[src/rtl/scbbe_pkg.sv]
package scbbe_pkg;

  localparam int SLOTS = 128;
  localparam int SW = $clog2(SLOTS);
  localparam int CW = SW + 1;

  localparam logic [7:0] DEFAULT_COUNT = 8'd100;
  localparam logic [39:0] MAX40 = 40'hFF_FFFF_FFFF;

  localparam logic [2:0] K_OPEN    = 3'd0;
  localparam logic [2:0] K_CLOSE   = 3'd1;
  localparam logic [2:0] K_RELEASE = 3'd2;
  localparam logic [2:0] K_LOCK    = 3'd3;
  localparam logic [2:0] K_UNLOCK  = 3'd4;
  localparam logic [2:0] K_DESTROY = 3'd5;
  localparam logic [2:0] K_FREE    = 3'd6;
  localparam logic [2:0] K_FLUSH   = 3'd7;

  localparam logic [2:0] ST_OK      = 3'd0;
  localparam logic [2:0] ST_NOSLOT  = 3'd1;
  localparam logic [2:0] ST_NOFREE  = 3'd2;
  localparam logic [2:0] ST_INUSE   = 3'd3;
  localparam logic [2:0] ST_INVALID = 3'd4;

  localparam logic [0:0] REG_LIMIT = 1'd0;
  localparam logic [0:0] REG_COUNT = 1'd1;

  // marks: [0] locked, [1] open, [2] valid
  localparam int MK_LOCKED = 0;
  localparam int MK_OPEN   = 1;
  localparam int MK_VALID  = 2;

  typedef struct packed {
    logic [2:0]  kind;
    logic [6:0]  slot;
    logic [31:0] file_bytes;
    logic [39:0] requested_bytes;
  } req_t;

  typedef struct packed {
    logic [2:0]  status;
    logic [6:0]  granted_slot;
    logic [39:0] bytes_freed;
    logic [7:0]  slots_evicted;
    logic [7:0]  busy_count;
    logic [39:0] bytes_held;
  } rsp_t;

  // controller to datapath
  typedef struct packed {
    logic        load;     // latch request, clear step counters
    logic        mod_step; // one step of pointer modulo slot count
    logic        rd;       // read slot at idx
    logic [1:0]  idx_sel;  // 0 walk pointer, 1 addressed slot
    logic        scan_init_fwd;
    logic        scan_init_back;
    logic        scan_init_zero;
    logic        scan_step_fwd;
    logic        scan_step_back;
    logic        act_claim;   // open claim on read slot
    logic        act_evict;   // evict read slot if valid idle
    logic        act_flush;   // flush visit
    logic        act_addr;    // addressed-slot operation
    logic        add_close;   // add size to total
    logic        finish;      // form result
  } cmd_t;

  // datapath to controller
  typedef struct packed {
    logic [2:0] kind;
    logic       addr_ok;    // addressed slot in range and valid, after its read
    logic       rd_busy;    // valid and busy
    logic       walk_done;  // budget satisfied
    logic       scan_last;  // scan at its end
    logic       mod_last;   // pointer modulo on its last step
    logic       one_slot;   // single live slot, walk visits nothing
    logic       clearing;   // slot table clear after reset
  } sts_t;

endpackage

[src/rtl/scbbe_ctrl.sv]
module scbbe_ctrl
  import scbbe_pkg::*;
(
  input  logic clk,
  input  logic rst,
  input  logic in_valid,
  output logic in_ready,
  output logic out_valid,
  input  logic out_ready,
  input  sts_t sts,
  output cmd_t cmd
);

  localparam logic [3:0] S_IDLE  = 4'd0;
  localparam logic [3:0] S_DISP  = 4'd1;
  localparam logic [3:0] S_ORD   = 4'd2;
  localparam logic [3:0] S_OCHK  = 4'd3;
  localparam logic [3:0] S_ARD   = 4'd4;
  localparam logic [3:0] S_AACT  = 4'd5;
  localparam logic [3:0] S_WCHK  = 4'd6;
  localparam logic [3:0] S_WACT  = 4'd7;
  localparam logic [3:0] S_FRD   = 4'd8;
  localparam logic [3:0] S_FACT  = 4'd9;
  localparam logic [3:0] S_FIN   = 4'd10;
  localparam logic [3:0] S_OUT   = 4'd11;
  localparam logic [3:0] S_WINIT = 4'd12;
  localparam logic [3:0] S_MOD   = 4'd13;

  logic [3:0] state, state_next;
  logic       wscan_empty, wscan_empty_next;

  assign in_ready  = (state == S_IDLE) && !sts.clearing;
  assign out_valid = (state == S_OUT);

  always_comb begin
    cmd = '0;
    state_next = state;
    wscan_empty_next = wscan_empty;
    case (state)
      S_IDLE: if (in_valid && !sts.clearing) begin
        cmd.load = 1'b1; state_next = S_MOD;
      end
      // reduce the pointer modulo the slot count, one bit per cycle
      S_MOD: begin
        cmd.mod_step = 1'b1;
        if (sts.mod_last) state_next = S_DISP;
      end
      S_DISP: begin
        case (sts.kind)
          K_OPEN:  begin cmd.scan_init_fwd = 1'b1; state_next = S_ORD; end
          K_FREE:  begin cmd.scan_init_back = 1'b1; state_next = S_WINIT; end
          K_FLUSH: begin cmd.scan_init_zero = 1'b1; state_next = S_FRD; end
          default: state_next = S_ARD;
        endcase
      end
      // open: read then test one slot per visit
      S_ORD: begin cmd.rd = 1'b1; state_next = S_OCHK; end
      S_OCHK: begin
        cmd.act_claim = 1'b1;
        if (!sts.rd_busy) state_next = S_FIN;
        else if (sts.scan_last) state_next = S_FIN;
        else begin cmd.scan_step_fwd = 1'b1; state_next = S_ORD; end
      end
      // addressed operations
      S_ARD: begin
        cmd.rd = 1'b1; cmd.idx_sel = 2'd1;
        state_next = S_AACT;
      end
      S_AACT: begin
        if (!sts.addr_ok) state_next = S_FIN;
        else begin
          cmd.act_addr = 1'b1;
          if (sts.kind == K_CLOSE) begin
            cmd.add_close = 1'b1; cmd.scan_init_back = 1'b1; state_next = S_WINIT;
          end else state_next = S_FIN;
        end
      end
      // eviction walk, n-1 slots at most
      S_WINIT: begin
        wscan_empty_next = sts.one_slot;
        state_next = S_WCHK;
      end
      S_WCHK: begin
        if (sts.walk_done || wscan_empty) state_next = S_FIN;
        else begin cmd.rd = 1'b1; state_next = S_WACT; end
      end
      S_WACT: begin
        cmd.act_evict = 1'b1;
        if (sts.scan_last) wscan_empty_next = 1'b1;
        else cmd.scan_step_back = 1'b1;
        state_next = S_WCHK;
      end
      // flush every slot
      S_FRD: begin cmd.rd = 1'b1; state_next = S_FACT; end
      S_FACT: begin
        cmd.act_flush = 1'b1;
        if (sts.scan_last) state_next = S_FIN;
        else begin cmd.scan_step_fwd = 1'b1; state_next = S_FRD; end
      end
      S_FIN: begin cmd.finish = 1'b1; state_next = S_OUT; end
      S_OUT: if (out_ready) state_next = S_IDLE;
      default: state_next = S_IDLE;
    endcase
  end

  // state register; the empty-walk flag is loaded in S_WINIT, set when n is 1
  always_ff @(posedge clk) begin
    if (rst) begin
      state <= S_IDLE;
      wscan_empty <= 1'b0;
    end else begin
      state <= state_next;
      wscan_empty <= wscan_empty_next;
    end
  end

endmodule
[config.mk]
export PLATFORM = sky130hd
export DESIGN_NAME = scbbe_ctrl
export DESIGN_NICKNAME = d
export VERILOG_FILES = /design/src/rtl/scbbe_pkg.sv /design/src/rtl/scbbe_ctrl.sv
export SDC_FILE = /design/constraint.sdc
export NUM_CORES = 1
export LEC_CHECK = 0
export CELL_PAD_IN_SITES_DETAIL_PLACEMENT = 0
export CELL_PAD_IN_SITES_GLOBAL_PLACEMENT = 2
export CORE_ASPECT_RATIO = 1.25
export CORE_MARGIN = 3
export CORE_UTILIZATION = 26
export DETAILED_ROUTE_END_ITERATION = 7
export DONT_BUFFER_PORTS = 1
export PLACE_DENSITY = 0.71
export SETUP_SLACK_MARGIN = 0.15
export SYNTH_ARGS = -nofsm -noshare
export SYNTH_HDL_FRONTEND = slang
export SYNTH_SLANG_ARGS = --single-unit
[constraint.sdc]
create_clock -name clk -period 1.35 [get_ports clk]
set_input_delay 0.0675 -clock clk [delete_from_list [all_inputs] [get_ports clk]]
set_output_delay 0.0675 -clock clk [all_outputs]
set_load 0.1 [all_outputs]
==> results by stage, run 1 <==
Synthesis:
- The main flop type after synthesis is sky130_fd_sc_hd__dfxtp_1.
- The share of synthesized registers carrying an async set or reset is 0%.
- In this run, synthesis inferred 0 flip-flops with an integrated enable.
- The share of the synthesized area in the top cell type is between 10% and 20%.
- The synthesized area divided by synthesized cell count is about 6.6 µm².
- The synthesized instance count is 93.
- The biggest area consumer among synthesized cells is sky130_fd_sc_hd__dfxtp_1.
- In the post-synthesis netlist, the biggest area contributors are sky130_fd_sc_hd__dfxtp_1, sky130_fd_sc_hd__nor2_1, sky130_fd_sc_hd__nor3_1.
- The warning count from the yosys run is 0.
- The summed instance area of the synthesized netlist is between 600 and 700 µm².
- For this run, the register share of the synthesized area comes to between 10% and 20%.
- The count of unique library cells instantiated by Yosys is 37.
- Synthesis produced a netlist with a net count of 107.
- The synthesis-stage register bit count is 5.

Cells and area:
- The signed area change from the synthesized netlist to the final layout is 148%.
- The flip-flop and latch area is between 100 and 150 µm².
- The multi-input gate area in the final layout is between 700 and 800 µm².
- The finished layout holds roughly 170 standard cells, fillers aside.
- The fraction of final layout cells sized beyond drive strength 1 is ~64%.
- The filler cells instantiated in the layout total 190.
- The number of antenna cells inserted is 0.
- In the layout the commonest cells are sky130_fd_sc_hd__buf_12, sky130_fd_sc_hd__buf_4.
- The layout net count is ~150.

Detailed routing:
- The first detailed-routing pass ran for 4 iterations.
- In this run the remaining antenna-violating nets after routing total 0.
- In the routed design, unresolved DRC markers number 0.
- The via density per instance is just over 5.
- For this block, the via count after detailed routing is slightly below 900.
- After the first detailed-routing iteration, the DRC count stood at 7.
- The sum of routed wire length over all layers is 2510 µm.
- The routed wirelength normalized by instance count is 14.9 µm.

GRT:
- The total routing usage reported by global routing is between 10% and 20%.
- Summed over all layers, the global routing overflow is 0.
- The pin count of the biggest net entering global routing is 11.
- The number of antenna violations at the first check in global routing came to 0.
- The number of global-route vias before repair is 900.
- The first-pass GRT wire length is ~4300 µm.

Place:
- The detailed placement HPWL is between 1500 and 2000 µm.
- Before CTS, the worst setup slack after placement is -0.0267 ns.
- The weighted congestion reported at the end of routability-driven placement is 0.801.
- Input and output buffers added on the ports amount to 0.
- After detailed placement, the design holds a cell count of about 150.

Die:
- Measured along the x axis, the die boundary spans between 40 and 50 µm.
- For this design the top-level I/O count stands at 32.
- The floorplan has 19 rows.
- For this configuration, the core starts out at a cell density of 27.5%.
- The chip height is roughly 60 µm.
- The die covers between 2000 and 3000 µm².
- After floorplanning, the core was sized to cover roughly 2200 µm².

Min path:
- The worst hold path terminates at wscan_empty$_SDFFE_PP0P_.
- Along the worst hold path, the cell count comes to 2.
- In this run the most critical hold path is launched from sts[1].
- The classification of the worst-slack hold path is in -> reg.

Timing:
- In the post-route analysis, the smallest setup slack over all paths is -0.212 ns.
- After layout, the worst path uses 116% of the clock period.
- Setup repair after global routing could not meet its margin everywhere.
- The clock period minus worst slack is 1.56 ns.
- For this run, the top clock speed supported by timing is 0.640 GHz.
- On the final layout, the worst hold slack is about 0.018 ns.
- The clock arrives with about 0.0028 ns of skew.
- Setup violations remaining at the end of the flow were counted as 19.
- The hold violation count in the final report came to 0.
- The number of slew-limit violations in the final report was 0.

Power:
- For this design the static power due to leakage is 0.595 nW.
- The worst supply voltage drop on vdd is between 1.5 and 2 mV.
- In this run the power density over the cells is ~2500 nW/µm².

Clock tree:
- The deepest level of the CTS H-tree is 1.
- The number of buffers added by the clock tree synthesis step is 3.
- The clock reaches the later pin of the worst-skew pair after between 0.2 and 0.3 ns.
- The maximum buffer depth of the clock tree is 2.
- The root buffer cell is sky130_fd_sc_hd__clkbuf_4.
- Counting every sink on the clock net gives 5.
- The CTS tree is built.
- The clock transition time at the flip-flop clock pins of the worst setup and hold paths is roughly 0.040 ns.

Critical path:
- The startpoint identified for the worst register-to-register timing path is state[1]$_SDFFE_PP0P_.
- Counting cells, the worst reg-to-reg path comes to 5.
- The setup check on the worst reg-to-reg path leaves a slack of -0.17 ns.
- By startpoint and endpoint, the worst setup path is classified as reg -> out.
- The worst setup path is launched from a flop.
- Along the worst path, the maximum fanout reaches 6.
- Traced cell by cell, the critical path runs through or4_4 -> nor2b_4 -> buf_12.
- The largest single stage delay on the critical path is 0.56 ns.
- STA classifies the critical path endpoint as a primary output.
- The data required time of the worst path is about 1.3 ns.
- The worst flop-to-flop path endpoint is state[0]$_SDFFE_PP0P_.
- The cell with the biggest individual delay on the critical path is sky130_fd_sc_hd__or4_4.
- The count of buffer and inverter cells on the critical path is 1.
- STA puts the critical path data arrival time at about 1.5 ns.
- The category of cells accounting for the largest share of critical-path delay is simple AND/OR/NAND/NOR gates.

Status:
- The flow ran to the end, but the final reports show violations.
- The checks that failed: setup timing.

Flow run:
- Max-cap violations in this run came to 0.
worst max-delay path by stage:
stage	startpoint	endpoint	slack (ns)	cells past startpoint
after global placement	state[2]$_SDFFE_PP0P_	state[2]$_SDFFE_PP0P_	-0.009	4
final	state[1]$_SDFFE_PP0P_	cmd[15]	-0.21	3
after CTS	state[1]$_SDFFE_PP0P_	cmd[15]	-0.22	3
after global routing	state[1]$_SDFFE_PP0P_	cmd[15]	-0.26	3
after floorplan	state[1]$_SDFFE_PP0P_	cmd[7]	-0.46	4
after detailed placement	state[1]$_SDFFE_PP0P_	state[0]$_SDFFE_PP0P_	-0.03	4
registers in the layout (all words and copies together) (netlist names):
name         cells
state            4
wscan_empty      1
where the power goes:
part	leakage, nW	switching (mW)	internal (mW)
clock network	0.0150	0.0659	0.112
registers	0.0431	0.0915	0.233
logic	0.537	1.85	1.43
total	0.595	2.01	1.78
logic make-up after synthesis:
kind of cell           count (synthesis)  share of synthesized area (%)
buffers and inverters                 12                           10.8
AND/OR/NAND/NOR                       50                           42.2
XOR/XNOR                               1                           1.43
flip-flops                             5                           16.3
other                                  1                          0.610
AO/OA/AOI/OAI                         24                           28.7
Yosys cell counts, types with 2 or more instances:
cell / instances
sky130_fd_sc_hd__dfxtp_1: 5
sky130_fd_sc_hd__o211ai_1: 2
sky130_fd_sc_hd__buf_2: 5
sky130_fd_sc_hd__a41oi_1: 2
sky130_fd_sc_hd__nor3_1: 10
sky130_fd_sc_hd__nor3b_1: 4
sky130_fd_sc_hd__a31oi_1: 2
sky130_fd_sc_hd__buf_4: 2
sky130_fd_sc_hd__nand2_1: 6
sky130_fd_sc_hd__a21oi_1: 5
sky130_fd_sc_hd__nor2_1: 15
sky130_fd_sc_hd__inv_1: 4
sky130_fd_sc_hd__nor2b_1: 4
sky130_fd_sc_hd__nand2b_1: 4
final cells by class:
class | count | area share [%]
flip-flops and latches | 5 | 7.23
well taps | 31 | 2.55
multi-input cells | 77 | 46.8
repair buffers | 47 | 40.7
inverters | 4 | 0.986
clock buffers | 4 | 1.73
stage by stage:
step / TNS [ns] / total power [mW] / area [µm²] / util, %
final: -2.56 / 3.79 / 1520 / 68.1
after global routing: -3.82 / 3.98 / 1520 / 68.1
after CTS: -2.70 / 3.71 / 1490 / 66.5
after detailed placement: -0.0483 / 3.11 / 1310 / 58.6
after global placement: -0.0159 / 3.09 / 1310 / 58.6
after floorplan: -2.46 / 2.36 / 878 / -
timing repair:
item                                   CTS  global route
endpoints found under the hold margin    5             0
pin swaps                               11             4
buffers inserted                         8             2
cloned                                   1             0
hold buffers                             1             0
resized for setup                       21             6
setup endpoints to repair               22            22
layer usage:
metal  GRT usage [%]  up-vias  routed length (µm)
met2            33.7       36                1310
met5               0        -                   0
met1            20.4      402                 934
li1                -      424                   -
met4            11.5        0                  88
met3            3.93        9                 175
No activity file was read; power rests on OpenSTA's default activity.
==> inputs of run 2 (changes only) <==
Settings changed: CORE_UTILIZATION 26 to 31, PLACE_DENSITY 0.71 to 0.79.
Clock period 1.35 ns to 1.8 ns, I/O delays scaled along.
==> results by stage, run 2 (synthesis gave the netlist of run 1 again) <==
Place:
- The detailed placement HPWL is 1640 µm (-11%).
- The number of input and output port buffers inserted is 0 (unchanged).
- The worst setup timing slack at the placement stage is 0.216 ns (+0.243 ns).
- The weighted congestion reported at the end of routability-driven placement was 0.856 (+6.8%).

Timing:
- The total setup violations reported at the end of the flow is 0 (-19).
- Setup repair after global routing could not meet its margin everywhere.
- For the finished layout, the period the worst path requires is approximately 1.6 ns.
- The final setup skew is 0.0147 ns (+0.0119 ns).
- The setup TNS was 0 ns (+2.56 ns).
- Of the available clock period, the critical path in the final layout requires ~90%.
- The number of slew-limit violations in the final report is 0 (unchanged).
- The maximum operating frequency is slightly above 0.6 GHz.
- The final worst setup slack is 0.177 ns (+0.389 ns).
- The hold violation count in the final report is 0 (unchanged).

Critical path:
- The cell family contributing the most delay on the critical path is simple AND/OR/NAND/NOR gates.
- Traced cell by cell, the critical path runs through or4_4 -> nor2b_4 -> buf_12.
- The cell with the biggest individual delay on the critical path is sky130_fd_sc_hd__or4_4.
- The data arrival time of the critical path is 1.53 ns (+0.04 ns).
- The nature of the critical path startpoint is a flop.
- The worst register-to-register path begins at state[1]$_SDFFE_PP0P_.
- The worst setup path category is reg -> out.
- The category of the worst setup path capture point is a primary output.
- The biggest fanout along the worst timing path was 5 (-1).
- The biggest cell delay along the critical path came to 0.59 ns (+0.03 ns).
- The data required time of the worst path is 1.71 ns (+0.43 ns).
- The count of buffer and inverter cells on the critical path was 1 (unchanged).
- The critical path startpoint is state[0]$_SDFFE_PP0P_.

Die:
- The total die area came to 2560 µm² (-14%).
- The count of standard-cell rows came to 17 (-2).
- The initial cell density of the core is 33.6% (+6.1 points).
- The total core area is 1830 µm² (-18%).
- The chip width is 45.8 µm (-7.4%).
- The chip height is 55.8 µm (-7.6%).
- The number of ports placed on the die boundary is 32 (unchanged).

Clock tree:
- The count of clock tree sinks was 5 (unchanged).
- CTS placed an instance of sky130_fd_sc_hd__clkbuf_4 at the clock tree root.
- The clock transition time at the flip-flop clock pins of the worst setup and hold paths came to 0.06 ns (+0.02 ns).
- The number of buffers added by the clock tree synthesis step is 3 (unchanged).
- The maximum buffer depth of the clock tree is 2 (unchanged).
- The source-to-sink clock delay at the later pin of the worst-skew pair was 0.26 ns (about the same).
- The deepest level of the CTS H-tree is 1 (unchanged).
- TritonCTS built the clock tree.

GRT:
- The number of antenna violations at the first check in global routing is 0 (unchanged).
- The first-pass GRT wire length was 3560 µm (-17%).
- The total routing usage reported by global routing is 18.0% (-0.72 points).
- The global-route congestion overflow total is 0 (unchanged).
- The pin count of the biggest net entering global routing came to 18 (+7).
- The number of global-route vias before repair was 765 (-15%).

Detailed routing:
- The routed wirelength normalized by instance count came to 14.8 µm (-0.67%).
- The length of the first detailed-routing pass in iterations was 4 (unchanged).
- The number of nets with antenna violations after detailed routing is 0 (unchanged).
- The number of DRC markers in iteration 0 is 20 (+13).
- The number of remaining DRC errors came to 0 (unchanged).
- The via density per instance was 5.55 (+7.1%).
- The sum of routed wire length over all layers came to 2160 µm (-14%).
- The routed via count is 811 (-6.9%).

Min path:
- The path class of the tightest hold or removal check is in -> reg.
- The startpoint identified for the worst hold timing path is sts[1].

Power:
- The worst supply voltage drop on vdd was 1.12 mV (-28%).
- The static power due to leakage came to 0.503 nW (-15%).
- The total power per unit cell area is 1920 nW/µm² (-23%).

Cells and area:
- The number of antenna cells inserted is 0 (unchanged).
- The register with the most flip-flops in the final layout is state.
- The core utilization of the finished layout came to 70.1% (+2.0 points).
- The library cell used most frequently in the layout, excluding fill and tap cells, is sky130_fd_sc_hd__buf_4.
- The layout net count is 142 (-6.6%).
- The fraction of final layout cells sized beyond drive strength 1 is 55.9% (-7.6 points).
- The largest registers in the layout are state: 4 flops, wscan_empty: 1 flops.
- The signed area change from the synthesized netlist to the final layout is 109%.
- In the layout the commonest cells are sky130_fd_sc_hd__buf_4, sky130_fd_sc_hd__buf_12, sky130_fd_sc_hd__nor2_1.
- The number of flip-flops under the largest register name is 4 (unchanged).

Flow run:
- The max-cap violation count came to 0 (unchanged).

Status:
- The run finished with clean final reports.
run 2: cell types whose count changed in the layout (fill, tap and decap cells not counted), sizes merged:
cell,delta
clkbuf,-1
nand2b,-1
buf,-9
clkinv,+1
run 2: report_power, final:
| part | internal [mW] | switching, mW |
|---|---|---|
| registers | 0.183 | 0.112 |
| logic | 0.852 | 1.18 |
| clock network | 0.0811 | 0.0581 |
run 2: worst paths after layout:
check | end | slack, ns | cells after the start
worst max-delay path | cmd[15] | 0.18 | 3
worst min-delay path | wscan_empty$_SDFFE_PP0P_ | 0.05 | 2
worst min register to register | wscan_empty$_SDFFE_PP0P_ | 0.64 | 2
worst max register to register | state[3]$_SDFFE_PP0P_ | 0.30 | 5
run 2: repair_timing:
item / 4_1_cts / 5_1_grt
endpoints found under the setup margin: 17 / 10
hold endpoints to repair: 5 / 0
gates resized for setup: 10 / 6
pin swaps: 0 / 1
hold buffers: 1 / 0
buffers inserted: 0 / 11
run 2: through the flow:
| stage | hold WS (ns) | instances | total power, mW | instance area (µm²) |
|---|---|---|---|---|
| 5_1_grt | 0.0828 | 146 | 2.60 | 1280 |
| 6_report | 0.0506 | 146 | 2.46 | 1280 |
| 3_3_place_gp | 0.157 | 130 | 2.04 | 1110 |
| 3_5_place_dp | 0.159 | 130 | 2.06 | 1110 |
| 2_1_floorplan | 0.156 | 93 | 1.54 | 738 |
| 4_1_cts | 0.0577 | 135 | 2.25 | 1170 |
run 2: layer usage:
layer,routed length (µm),vias to the layer above,track usage [%]
met2,1170,22,27.7
met1,854,381,24.7
met3,123,4,3.88
li1,-,404,-
met5,0,-,0
met4,14,0,4.88
run 2: worst register-to-register path: cells and delay by family, from the launching register on:
family                 cells  cell delay (ns)
buffers and inverters      1             0.14
and+or+nand+nor            1             0.25
AOI/OAI and AO/OA          3             0.59
DFF                        1             0.41
run 2: area by class of cell:
| type | instances | area, µm² |
|---|---|---|
| Multi-Input combinational cell | 76 | 618 |
| Fill cell | 135 | 547 |
| Timing Repair Buffer | 38 | 483 |
| Sequential cell | 5 | 115 |
| Tap cell | 19 | 23.8 |
| Clock buffer | 3 | 22.5 |
| Inverter | 4 | 15.0 |
| Clock inverter | 1 | 5.00 |
